===== src/design/xor_trie_max_query_defines.svh =====
// Assertion helpers for the trie query block.
`ifndef XOR_TRIE_MAX_QUERY_DEFINES_SVH
`define XOR_TRIE_MAX_QUERY_DEFINES_SVH

// Antecedent true implies consequent in the same cycle.
`define XTQ_ASSERT_IMPLY(label, clk, rst, ante, cons, msg) \
   label: assert property (@(posedge clk) disable iff (rst) (ante) |-> (cons)) \
      else $error(msg);

// Condition must never hold.
`define XTQ_ASSERT_NEVER(label, clk, rst, cond, msg) \
   label: assert property (@(posedge clk) disable iff (rst) !(cond)) \
      else $error(msg);

`endif


===== src/design/xtq_fifo.sv =====
`default_nettype none

module xtq_fifo #(
   parameter int WIDTH = 8,
   parameter int DEPTH = 2
) (
   input  wire logic             clock,
   input  wire logic             reset,
   input  wire logic             push,
   output logic                  full,
   input  wire logic [WIDTH-1:0] push_data,
   input  wire logic             pop,
   output logic                  empty,
   output logic      [WIDTH-1:0] pop_data
);

   localparam int PTR_BITS = (DEPTH > 1) ? $clog2(DEPTH) : 1;
   localparam int CNT_BITS = $clog2(DEPTH + 1);

   logic [WIDTH-1:0]    slot_ff [DEPTH];
   logic [PTR_BITS-1:0] wr_ptr_ff, wr_ptr_in;
   logic [PTR_BITS-1:0] rd_ptr_ff, rd_ptr_in;
   logic [CNT_BITS-1:0] count_ff, count_in;
   logic                do_push, do_pop;

   assign full     = (count_ff == CNT_BITS'(DEPTH));
   assign empty    = (count_ff == '0);
   assign pop_data = slot_ff[rd_ptr_ff];
   assign do_push  = push && !full;
   assign do_pop   = pop && !empty;

   // pointer and fill bookkeeping
   always_comb begin
      wr_ptr_in = wr_ptr_ff;
      rd_ptr_in = rd_ptr_ff;
      count_in  = count_ff;
      if (do_push) begin
         wr_ptr_in = (wr_ptr_ff == PTR_BITS'(DEPTH - 1)) ? '0 : wr_ptr_ff + 1'b1;
      end
      if (do_pop) begin
         rd_ptr_in = (rd_ptr_ff == PTR_BITS'(DEPTH - 1)) ? '0 : rd_ptr_ff + 1'b1;
      end
      if (do_push && !do_pop) begin
         count_in = count_ff + 1'b1;
      end else if (do_pop && !do_push) begin
         count_in = count_ff - 1'b1;
      end
   end

   always_ff @(posedge clock) begin
      if (reset) begin
         wr_ptr_ff <= '0;
         rd_ptr_ff <= '0;
         count_ff  <= '0;
      end else begin
         wr_ptr_ff <= wr_ptr_in;
         rd_ptr_ff <= rd_ptr_in;
         count_ff  <= count_in;
      end
   end

   // slot storage, no reset needed
   always_ff @(posedge clock) begin
      if (do_push) begin
         slot_ff[wr_ptr_ff] <= push_data;
      end
   end

endmodule

`default_nettype wire


===== config.mk =====
export PLATFORM = sky130hd
export DESIGN_NAME = xtq_fifo
export DESIGN_NICKNAME = d
export VERILOG_FILES = /design/src/design/xor_trie_max_query_defines.svh /design/src/design/xtq_fifo.sv
export SDC_FILE = /design/constraint.sdc
export NUM_CORES = 1
export LEC_CHECK = 0
export BUFFER_PORTS_ARGS = -buffer_cell sky130_fd_sc_hd__buf_4
export CAP_MARGIN = 25
export CORE_UTILIZATION = 52
export CTS_CLUSTER_SIZE = 30
export DETAILED_ROUTE_END_ITERATION = 10
export GPL_TIMING_DRIVEN = 0
export PLACE_DENSITY_LB_ADDON = 0.05
export SLEW_MARGIN = 10
export SYNTH_ARGS = -nofsm -noshare
export SYNTH_HDL_FRONTEND = slang
export SYNTH_SLANG_ARGS = --single-unit

===== constraint.sdc =====
create_clock -name clock -period 4.8 [get_ports clock]
set_clock_uncertainty 0.2 [all_clocks]
set_input_delay 0.72 -clock clock [delete_from_list [all_inputs] [get_ports clock]]
set_output_delay 0.72 -clock clock [all_outputs]
set_load 0.05 [all_outputs]

==> metrics.md <==
| Metric | Value |
|---|---|
| Result of the run | finished, final reports clean |
| Adder-Cell Fraction of Synth Area | 0.0158 |
| XOR/XNOR share of the synthesized area | 0.0331 |
| Cell at the root of the clock tree | sky130_fd_sc_hd__clkbuf_4 |
| Number of buffers between clock root and the deepest sink | 2 |
| End of the worst register-to-register path | count_ff[1] |
| Highest Clock Rate | 435 MHz |
| Routed wire per std cell | between 10 and 15 microns |
| Setup CP Type | reg2out |
| Post-synthesis sequential element count | 21 |
| Via count | about 460 |
| Clock tree from TritonCTS | yes |
| Fill cell instance count of the final layout | 93 |
| Highest-count cells in the layout ignoring fill and taps | sky130_fd_sc_hd__buf_4, sky130_fd_sc_hd__edfxtp_1, sky130_fd_sc_hd__mux2_2 |
| Worst Setup End Kind | primary output |
| Number of nets with antenna violations after routing | 0 |
| Routed length on met1 | 507 microns |
| Post-detailed-route via-to-cell ratio | roughly 5.1 |
| Sequential fraction of the synthesis area | 0.732 |
| Number of antenna violations at the first check in global routing | 0 |
| Final setup violation count | 0 |
| Number of clock buffers inserted by TritonCTS | 3 |
| Top layer used by detailed routing | met3 |
| Leak | 0.000401 uW |
| Clock sink count | 21 |
| Max transition margin | 0.760 |
| Fin cells | 90 |
| Count of warnings emitted by yosys | 0 |
| Worst min path class | reg2reg |
| Setup repair after global routing missed its margin | false |
| Total detailed-routing wirelength | 1140 microns |
| Share of cell area taken by muxes after synthesis | 0.114 |
| Number of max-slew violations in the final report | 0 |
| Deepest level of the CTS H-tree | 1 |
| Design area | 996 sq um |
| Die ar. | 1690 sq um |
| I/O pin count | 22 |
| Overall routing resource usage | 0.150 |
| Clock latency of the later-clocked register in the worst-skew pair | 290 ps |
| Clock period minus final worst setup slack | around 2300 ps |
| Fin Setup TNS | 0 ps |
| 1st-iter DRT viols | 7 |
| Core outline area | 1370 sq um |
| Count of cells resized by post-cts repair | 0 |
| Clock slew seen by the registers of the worst setup and hold paths | 110 ps |
| Worst EP arrival | between 1000 and 1500 ps |
| Number of distinct library cells after synthesis | 13 |
| Netlist Area Pre-Place | 793 sq um |
| Overflow after GRT | 0 |
| Final period utilization | 0.479 |
| Initial Util | 0.581 |
| Internal reg-to-reg setup slack | 3030 ps |
| Worst vdd ir | roughly 0.44 mV |
| First-pass GRT wire length | 1630 microns |
| Hold-fix buffer count after cts | 0 |
| Simple-gate area share of the yosys netlist | 0.0584 |
| Die height | 41.1 microns |
| Number of optimization iterations in the first detailed-route pass | 2 |
| Site Rows | 13 |
| Synthesized area per cell | 15.9 sq um |
| Total power density per cell area | ~600 nW/um^2 |
| Final net count | 89 |
| Port-buffer cells | 21 |
| Synth Area in Compound Gates | 0.0315 |
| Hold WS | 306 ps |
| Cells on worst reg2reg path | 4 |
| Number of buffers added for setup after CTS | 0 |
| Met3 wirelength from detailed routing | 59 microns |
| Measured slew at the worst slew-check pin | roughly 360 ps |
| Number of design rule violations left after detail routing | 0 |
| Critical Path Fanout Max | 8 |
| GP Congestion | 0.654 |
| Worst EP required | approximately 3900 ps |
| Worst hold path cell count | 2 |
| Capturing element of the worst setup path | pop_data[1] |
| Combinational family with the most area after synthesis | multiplexers |
| Count of final hold-check violations | 0 |
| Layout cells sized above 1 | 0.453 |
| Syn nets | 63 |
| Largest net degree at the start of global routing | 12 |
| Number of diodes | 0 |
| Most common cell after layout, fill and taps aside | sky130_fd_sc_hd__buf_4 |
| Number of global-route vias before repair | between 300 and 400 |
| Number of instances in the synthesized netlist | 50 |
| Max Cap Viol | 0 |
| Launching element type of the critical path | flop |
| Placement-stage cell area | 970 sq um |
| Number of placed cells counting well taps | 86 |
| R2R Path Start | count_ff[0] |
| Met2 wire length | 569 microns |
| Area grow syn2layout | 25.6% |
| Die extent in x | 41.1 microns |
-- synthesized netlist by cell type --
| library cell | instances | area share |
|---|---|---|
| sky130_fd_sc_hd__edfxtp_1 | 16 | 0.61 |
| sky130_fd_sc_hd__mux2_2 | 8 | 0.11 |
| sky130_fd_sc_hd__dfxtp_1 | 5 | 0.13 |
| sky130_fd_sc_hd__nor2_1 | 5 | 0.024 |
| sky130_fd_sc_hd__o21ai_0 | 3 | 0.019 |
| sky130_fd_sc_hd__xor2_1 | 3 | 0.033 |
| sky130_fd_sc_hd__a21oi_1 | 2 | 0.013 |
| sky130_fd_sc_hd__inv_1 | 2 | 0.0095 |
| sky130_fd_sc_hd__or3_1 | 2 | 0.016 |
| sky130_fd_sc_hd__and2_1 | 1 | 0.0079 |
| sky130_fd_sc_hd__buf_2 | 1 | 0.0063 |
| sky130_fd_sc_hd__ha_1 | 1 | 0.016 |
| sky130_fd_sc_hd__nor2b_2 | 1 | 0.011 |
-- worst min-delay path by stage --
stage,slack [ps],end,from
2_1_floorplan,250,wr_ptr_ff,wr_ptr_ff
3_3_place_gp,270,wr_ptr_ff,wr_ptr_ff
3_5_place_dp,300,wr_ptr_ff,wr_ptr_ff
4_1_cts,310,wr_ptr_ff,wr_ptr_ff
5_1_grt,340,wr_ptr_ff,wr_ptr_ff
6_report,310,wr_ptr_ff,wr_ptr_ff
-- sequential cells by signal (all words and copies together), names as in the netlist, named ones only --
signal / flops
wr_ptr_ff: 1
count_ff: 2
slot_ff: 16
rd_ptr_ff: 1
-- stage by stage --
stage	power, uW	setup WS [ps]	utilization
after floorplan	450	2760	-
after global placement	518	2740	0.710
after detailed placement	522	2720	0.710
after CTS	601	2480	0.729
after global routing	627	2440	0.729
final	596	2500	0.729
-- layout make-up --
type	instances	area, sq um	share of cell area
plain buffers	1	5.00	0.00503
clock buffers	4	26.3	0.0264
inverters	2	7.51	0.00754
multi-input cells	26	200	0.201
flip-flops and latches	21	581	0.583
well taps	15	18.8	0.0188
repair buffers	21	158	0.158
-- worst max-delay path, cell delays in order, from the launching register on --
cell and delay, ps:
sky130_fd_sc_hd__dfxtp_1 330, sky130_fd_sc_hd__buf_2 210, sky130_fd_sc_hd__mux2_2 360, sky130_fd_sc_hd__buf_4 190
-- kinds of logic after synthesis --
kind of cell	count (synthesis)
buffers and inverters	3
AO/OA/AOI/OAI	5
XOR/XNOR	3
flip-flops	21
adder cells (fa/ha/maj)	1
AND/OR/NAND/NOR	9
multiplexers	8
-- power by group --
part	internal, uW	total, uW	switching, uW	leakage [uW]
clock	32.3	80.0	47.7	0.0000150
sequential	232	247	15.3	0.000191
combinational	94.2	269	175	0.000195
total	358	596	238	0.000401
-- layer usage --
| layer | up-vias | global-route usage |
|---|---|---|
| met5 | - | 0 |
| met4 | 0 | 0.0250 |
| met3 | 0 | 0.0326 |
| met2 | 16 | 0.254 |
| met1 | 211 | 0.199 |
| li1 | 232 | - |
No activity file was read; power rests on OpenSTA's default activity.
