**config.mk**
```make
export PLATFORM = sky130hd
export DESIGN_NAME = xtq_front
export DESIGN_NICKNAME = d
export VERILOG_FILES = /design/src/design/xor_trie_max_query_defines.svh /design/src/design/xtq_pkg.sv /design/src/design/xtq_fifo.sv /design/src/design/xtq_front.sv
export SDC_FILE = /design/constraint.sdc
export NUM_CORES = 1
export LEC_CHECK = 0
export BUFFER_PORTS_ARGS = -buffer_cell sky130_fd_sc_hd__buf_4
export CAP_MARGIN = 25
export CORE_ASPECT_RATIO = 1.1
export CORE_MARGIN = 10
export CORE_UTILIZATION = 30
export DETAILED_ROUTE_END_ITERATION = 10
export PLACE_DENSITY = 0.59
export SLEW_MARGIN = 20
export SYNTH_ARGS = -nofsm -noshare
export SYNTH_HDL_FRONTEND = slang
export SYNTH_HIERARCHICAL = 1
export SYNTH_SLANG_ARGS = --single-unit
```
**constraint.sdc**
```tcl
create_clock -name clock -period 7.5 [get_ports clock]
set_clock_uncertainty 0.2 [all_clocks]
set_input_delay 1.5 -clock clock [delete_from_list [all_inputs] [get_ports clock]]
set_output_delay 1.5 -clock clock [all_outputs]
set_load 0.03 [all_outputs]
```
**src/design/xor_trie_max_query_defines.svh**
```systemverilog
// Assertion helpers for the trie query block.
`ifndef XOR_TRIE_MAX_QUERY_DEFINES_SVH
`define XOR_TRIE_MAX_QUERY_DEFINES_SVH

// Antecedent true implies consequent in the same cycle.
`define XTQ_ASSERT_IMPLY(label, clk, rst, ante, cons, msg) \
   label: assert property (@(posedge clk) disable iff (rst) (ante) |-> (cons)) \
      else $error(msg);

// Condition must never hold.
`define XTQ_ASSERT_NEVER(label, clk, rst, cond, msg) \
   label: assert property (@(posedge clk) disable iff (rst) !(cond)) \
      else $error(msg);

`endif

```
**src/design/xtq_pkg.sv**
```systemverilog
`default_nettype none

package xtq_pkg;

   // action field codes
   localparam logic ACTION_INSERT = 1'b0;
   localparam logic ACTION_QUERY  = 1'b1;

   // trie walk sequencer
   typedef enum logic [2:0] {
      ST_IDLE,
      ST_CHECK,
      ST_INSERT,
      ST_QUERY,
      ST_DONE
   } eng_state_type;

   // status bits carried with each result
   typedef struct packed {
      logic found;
      logic store_full;
   } res_flags_type;

endpackage

`default_nettype wire

```
**src/design/xtq_fifo.sv**
```systemverilog
`default_nettype none

module xtq_fifo #(
   parameter int WIDTH = 8,
   parameter int DEPTH = 2
) (
   input  wire logic             clock,
   input  wire logic             reset,
   input  wire logic             push,
   output logic                  full,
   input  wire logic [WIDTH-1:0] push_data,
   input  wire logic             pop,
   output logic                  empty,
   output logic      [WIDTH-1:0] pop_data
);

   localparam int PTR_BITS = (DEPTH > 1) ? $clog2(DEPTH) : 1;
   localparam int CNT_BITS = $clog2(DEPTH + 1);

   logic [WIDTH-1:0]    slot_ff [DEPTH];
   logic [PTR_BITS-1:0] wr_ptr_ff, wr_ptr_in;
   logic [PTR_BITS-1:0] rd_ptr_ff, rd_ptr_in;
   logic [CNT_BITS-1:0] count_ff, count_in;
   logic                do_push, do_pop;

   assign full     = (count_ff == CNT_BITS'(DEPTH));
   assign empty    = (count_ff == '0);
   assign pop_data = slot_ff[rd_ptr_ff];
   assign do_push  = push && !full;
   assign do_pop   = pop && !empty;

   // pointer and fill bookkeeping
   always_comb begin
      wr_ptr_in = wr_ptr_ff;
      rd_ptr_in = rd_ptr_ff;
      count_in  = count_ff;
      if (do_push) begin
         wr_ptr_in = (wr_ptr_ff == PTR_BITS'(DEPTH - 1)) ? '0 : wr_ptr_ff + 1'b1;
      end
      if (do_pop) begin
         rd_ptr_in = (rd_ptr_ff == PTR_BITS'(DEPTH - 1)) ? '0 : rd_ptr_ff + 1'b1;
      end
      if (do_push && !do_pop) begin
         count_in = count_ff + 1'b1;
      end else if (do_pop && !do_push) begin
         count_in = count_ff - 1'b1;
      end
   end

   always_ff @(posedge clock) begin
      if (reset) begin
         wr_ptr_ff <= '0;
         rd_ptr_ff <= '0;
         count_ff  <= '0;
      end else begin
         wr_ptr_ff <= wr_ptr_in;
         rd_ptr_ff <= rd_ptr_in;
         count_ff  <= count_in;
      end
   end

   // slot storage, no reset needed
   always_ff @(posedge clock) begin
      if (do_push) begin
         slot_ff[wr_ptr_ff] <= push_data;
      end
   end

endmodule

`default_nettype wire

```
**src/design/xtq_front.sv**
```systemverilog
`default_nettype none

module xtq_front #(
   parameter int KEY_BITS = 30,
   parameter int IDX_BITS = 14,
   parameter int LIM_BITS = 15
) (
   input  wire logic                clock,
   input  wire logic                reset,
   input  wire logic                req_push,
   output logic                     req_full,
   input  wire logic                req_action,
   input  wire logic [KEY_BITS-1:0] req_key_value,
   input  wire logic [IDX_BITS-1:0] req_entry_index,
   input  wire logic [LIM_BITS-1:0] req_index_limit,
   input  wire logic                cmd_pop,
   output logic                     cmd_empty,
   output logic [KEY_BITS+LIM_BITS:0] cmd_data
);

   localparam int CMD_BITS = 1 + KEY_BITS + LIM_BITS;

   logic [LIM_BITS-1:0] tag;
   logic [CMD_BITS-1:0] cmd_word;

   // an insert carries its stamp, a query its limit, in one tag field
   always_comb begin
      unique case (req_action)
         xtq_pkg::ACTION_INSERT: tag = LIM_BITS'(req_entry_index);
         xtq_pkg::ACTION_QUERY:  tag = req_index_limit;
         default:                tag = req_index_limit;
      endcase
      cmd_word = {req_action, req_key_value, tag};
   end

   // command queue towards the trie engine
   xtq_fifo #(
      .WIDTH (CMD_BITS),
      .DEPTH (2)
   ) u_cmd_q (
      .clock     (clock),
      .reset     (reset),
      .push      (req_push),
      .full      (req_full),
      .push_data (cmd_word),
      .pop       (cmd_pop),
      .empty     (cmd_empty),
      .pop_data  (cmd_data)
   );

endmodule

`default_nettype wire

```
==> results.sh <==
export IMPL_syn_nets=250
export IMPL_crit_type="reg -> out"
export IMPL_final_cells=460
export IMPL_setup_viol=0
export IMPL_cp_max_fo=46
export IMPL_worst_path_buf_inv=1
export IMPL_slew_headroom=0.547
export IMPL_rsz0062_at_grt="false"
export IMPL_outcome="complete, no violations"
export IMPL_drive_above_1_share=0.618
export IMPL_power_density_nw_per_um2=342
export IMPL_cp_top_family="flip-flops"
export IMPL_yosysWarningCount=6
export IMPL_fin_crit_ps=3420
export IMPL_cpMaxStageDelayCell="dfxtp_4"
export IMPL_io_pins=112
export IMPL_r2r_end="u_cmd_q/slot_ff[0][15]"
export IMPL_grt_usage=0.0860
export IMPL_p_int_mw=1.18
export IMPL_finalNetCount=366
export IMPL_root_buffer="clkbuf_16"
export IMPL_cts_resized=0
export IMPL_synthToLayoutAreaGrowth_pct=33.8
export IMPL_hold_slack_ps=287
export IMPL_power_frac_seq=0.428
export IMPL_numCtsBuffers=9
export IMPL_timing_final_crit_share=0.455
export IMPL_antenna_found_initial=0
export IMPL_num_vias=1979
export IMPL_wl_um=7530
export IMPL_worstReg2RegStart="u_cmd_q/count_ff[1]"
export IMPL_cts_hold_buf=0
export IMPL_path_cells="mux2_2, buf_4"
export IMPL_grt_overflow=0
export IMPL_power_frac_comb=0.319
export IMPL_dr_first_iter_drc_count=93
export IMPL_holdPathStages=2
export IMPL_gp_congestion=0.708
export IMPL_timing_fmax_mhz=293
export IMPL_start_util=0.310
export IMPL_clk_latency_ps=330
export IMPL_syn_area_um2=3760
export IMPL_postCtsSetupBuffers=0
export IMPL_hp_class="reg -> reg"
export IMPL_grt_max_degree=47
export IMPL_worstSetupStartpointType="flop"
export IMPL_yosys_cell_types_count=18
export IMPL_ant_nets=0
export IMPL_dieArea_um2=17400
export IMPL_synthCells=185
export IMPL_critPathMaxStageDelay_ps=760
export IMPL_maxCapViolCount=0
export IMPL_hold_violations=0
export IMPL_fillers=1125
export IMPL_cts_htree_levels=3
export IMPL_slew_violations=0
export IMPL_route_detailed_drc=0
export IMPL_holdPathEnd="u_cmd_q/wr_ptr_ff"
export IMPL_hpwlAfterDp_um=5260
export IMPL_r2r_slack_ps=5530
export IMPL_dieWidth_um=127
export IMPL_coreArea_um2=12100
export IMPL_cts_sinks=97
export IMPL_dp_cells=444
export IMPL_pwr_share_clk=0.253
export IMPL_cp_required_ps=5800
export IMPL_hold_start="u_cmd_q/wr_ptr_ff"
export IMPL_clkTransAtPathRegs_ps=60
export IMPL_grt_pass1_vias=2317
export IMPL_final_common_cell="buf_4"
export IMPL_peakVddDrop_uv=160
export IMPL_die_h_um=137
export IMPL_crit_arrival_ps=1720
export IMPL_layout_common_cells="buf_4, edfxtp_1, mux2_2"
export IMPL_num_rows=42
export IMPL_cts_buffer_depth=2
export IMPL_synth_yosys_seq_area_share=0.761
export IMPL_vias_per_cell=4.30
export IMPL_worstSetupEndpointType="primary output"
export IMPL_r2r_cells=4
export IMPL_p_leak_nw=1.90
export IMPL_worst_slew_pin_slew_ps=679
export IMPL_routedWlPerCell_um=16.4
export IMPL_tritoncts="done"
export IMPL_setup_tns_ps=0
export IMPL_n_antenna_cell=0
export IMPL_io_buffers=111
export IMPL_power_switching_mw=0.541
export IMPL_syn_area_per_cell_um2=20.3
export IMPL_swShare=0.314
export IMPL_grt_first_pass_wirelength_um=11800
export IMPL_ys_seq_elements=97
export IMPL_first_pass_iters=4
-- per-stage QoR --
stage	utilization	instance area [um2]	total power, mW	setup slack, ps
floorplan	-	3760	1.10	4090
global placement	0.389	4730	1.31	4030
detailed placement	0.391	4750	1.31	4350
CTS	0.415	5030	1.76	4030
global route	0.415	5030	1.82	3980
finish	0.415	5030	1.72	4080
-- area by class of cell --
cell class / instances / area, um2 / share of cell area
multi-input combinational: 79 / 830 / 0.165
sequential: 97 / 2870 / 0.569
tap: 154 / 193 / 0.0383
clock inverter: 3 / 45.0 / 0.00895
timing repair buffer: 112 / 853 / 0.169
clock buffer: 13 / 240 / 0.0477
inverter: 2 / 7.51 / 0.00149
-- cells in the mapped netlist --
| cell | number | area share |
|---|---|---|
| buf_12 | 1 | 0.0053 |
| nor2_1 | 5 | 0.0050 |
| or3_1 | 2 | 0.0033 |
| edfxtp_1 | 92 | 0.73 |
| a21oi_1 | 2 | 0.0027 |
| mux2_2 | 51 | 0.15 |
| o21ai_0 | 3 | 0.0040 |
| buf_2 | 1 | 0.0013 |
| inv_1 | 2 | 0.0020 |
| ha_1 | 1 | 0.0033 |
| dfxtp_1 | 5 | 0.027 |
| buf_6 | 1 | 0.0030 |
| xor2_1 | 3 | 0.0070 |
| mux2_4 | 9 | 0.036 |
| and2_1 | 1 | 0.0017 |
| and2_2 | 1 | 0.0020 |
| buf_4 | 4 | 0.0080 |
| nor2b_2 | 1 | 0.0023 |
-- sequential cells by signal, summed over array words and instances, names as in the netlist, named ones only --
name               flops
u_cmd_q/rd_ptr_ff      1
u_cmd_q/wr_ptr_ff      1
u_cmd_q/slot_ff       92
u_cmd_q/count_ff       2
-- power groups by stage --
stage | combinational [mW] | clock [mW] | sequential (mW)
3_3_place_gp | 0.553 | 0 | 0.752
3_5_place_dp | 0.561 | 0 | 0.753
5_1_grt | 0.585 | 0.480 | 0.752
4_1_cts | 0.564 | 0.455 | 0.743
6_report | 0.550 | 0.436 | 0.739
2_1_floorplan | 0.392 | 0 | 0.711
-- worst reg2reg max path, cell delays in order, from the launching register on --
cell,delay [ps]
dfxtp_1,340
nor2b_2,180
or3_1,340
inv_2,320
buf_12,270
-- routing by layer --
layer,track usage,vias up,wire (um)
met5,0,-,0
met4,0.0342,0,43
met3,0.0396,5,562
met2,0.147,66,3880
met1,0.0907,963,3050
li1,-,945,-
-- logic make-up (layout without fill, tap and decap cells) --
group | after synthesis | count (layout) | synth area share
AO/OA/AOI/OAI | 5 | 5 | 0.00665
flip-flops | 97 | 97 | 0.761
buffers and inverters | 9 | 130 | 0.0196
adder cells (fa/ha/maj) | 1 | 1 | 0.00332
multiplexers | 60 | 60 | 0.188
AND/OR/NAND/NOR | 10 | 10 | 0.0143
XOR/XNOR | 3 | 3 | 0.00698
-- worst max path at each step --
stage                     startpoint  depth (start not counted)                      to  slack, ps
after floorplan             req_push                          3   u_cmd_q/slot_ff[0][0]       4090
after global placement          flop                          2            cmd_data[13]       4030
after detailed placement    req_push                          5  u_cmd_q/slot_ff[0][35]       4350
after CTS                       flop                          2            cmd_data[14]       4030
after global routing            flop                          2            cmd_data[13]       3980
final                           flop                          2            cmd_data[13]       4080
(Power assumes the default switching activity.)
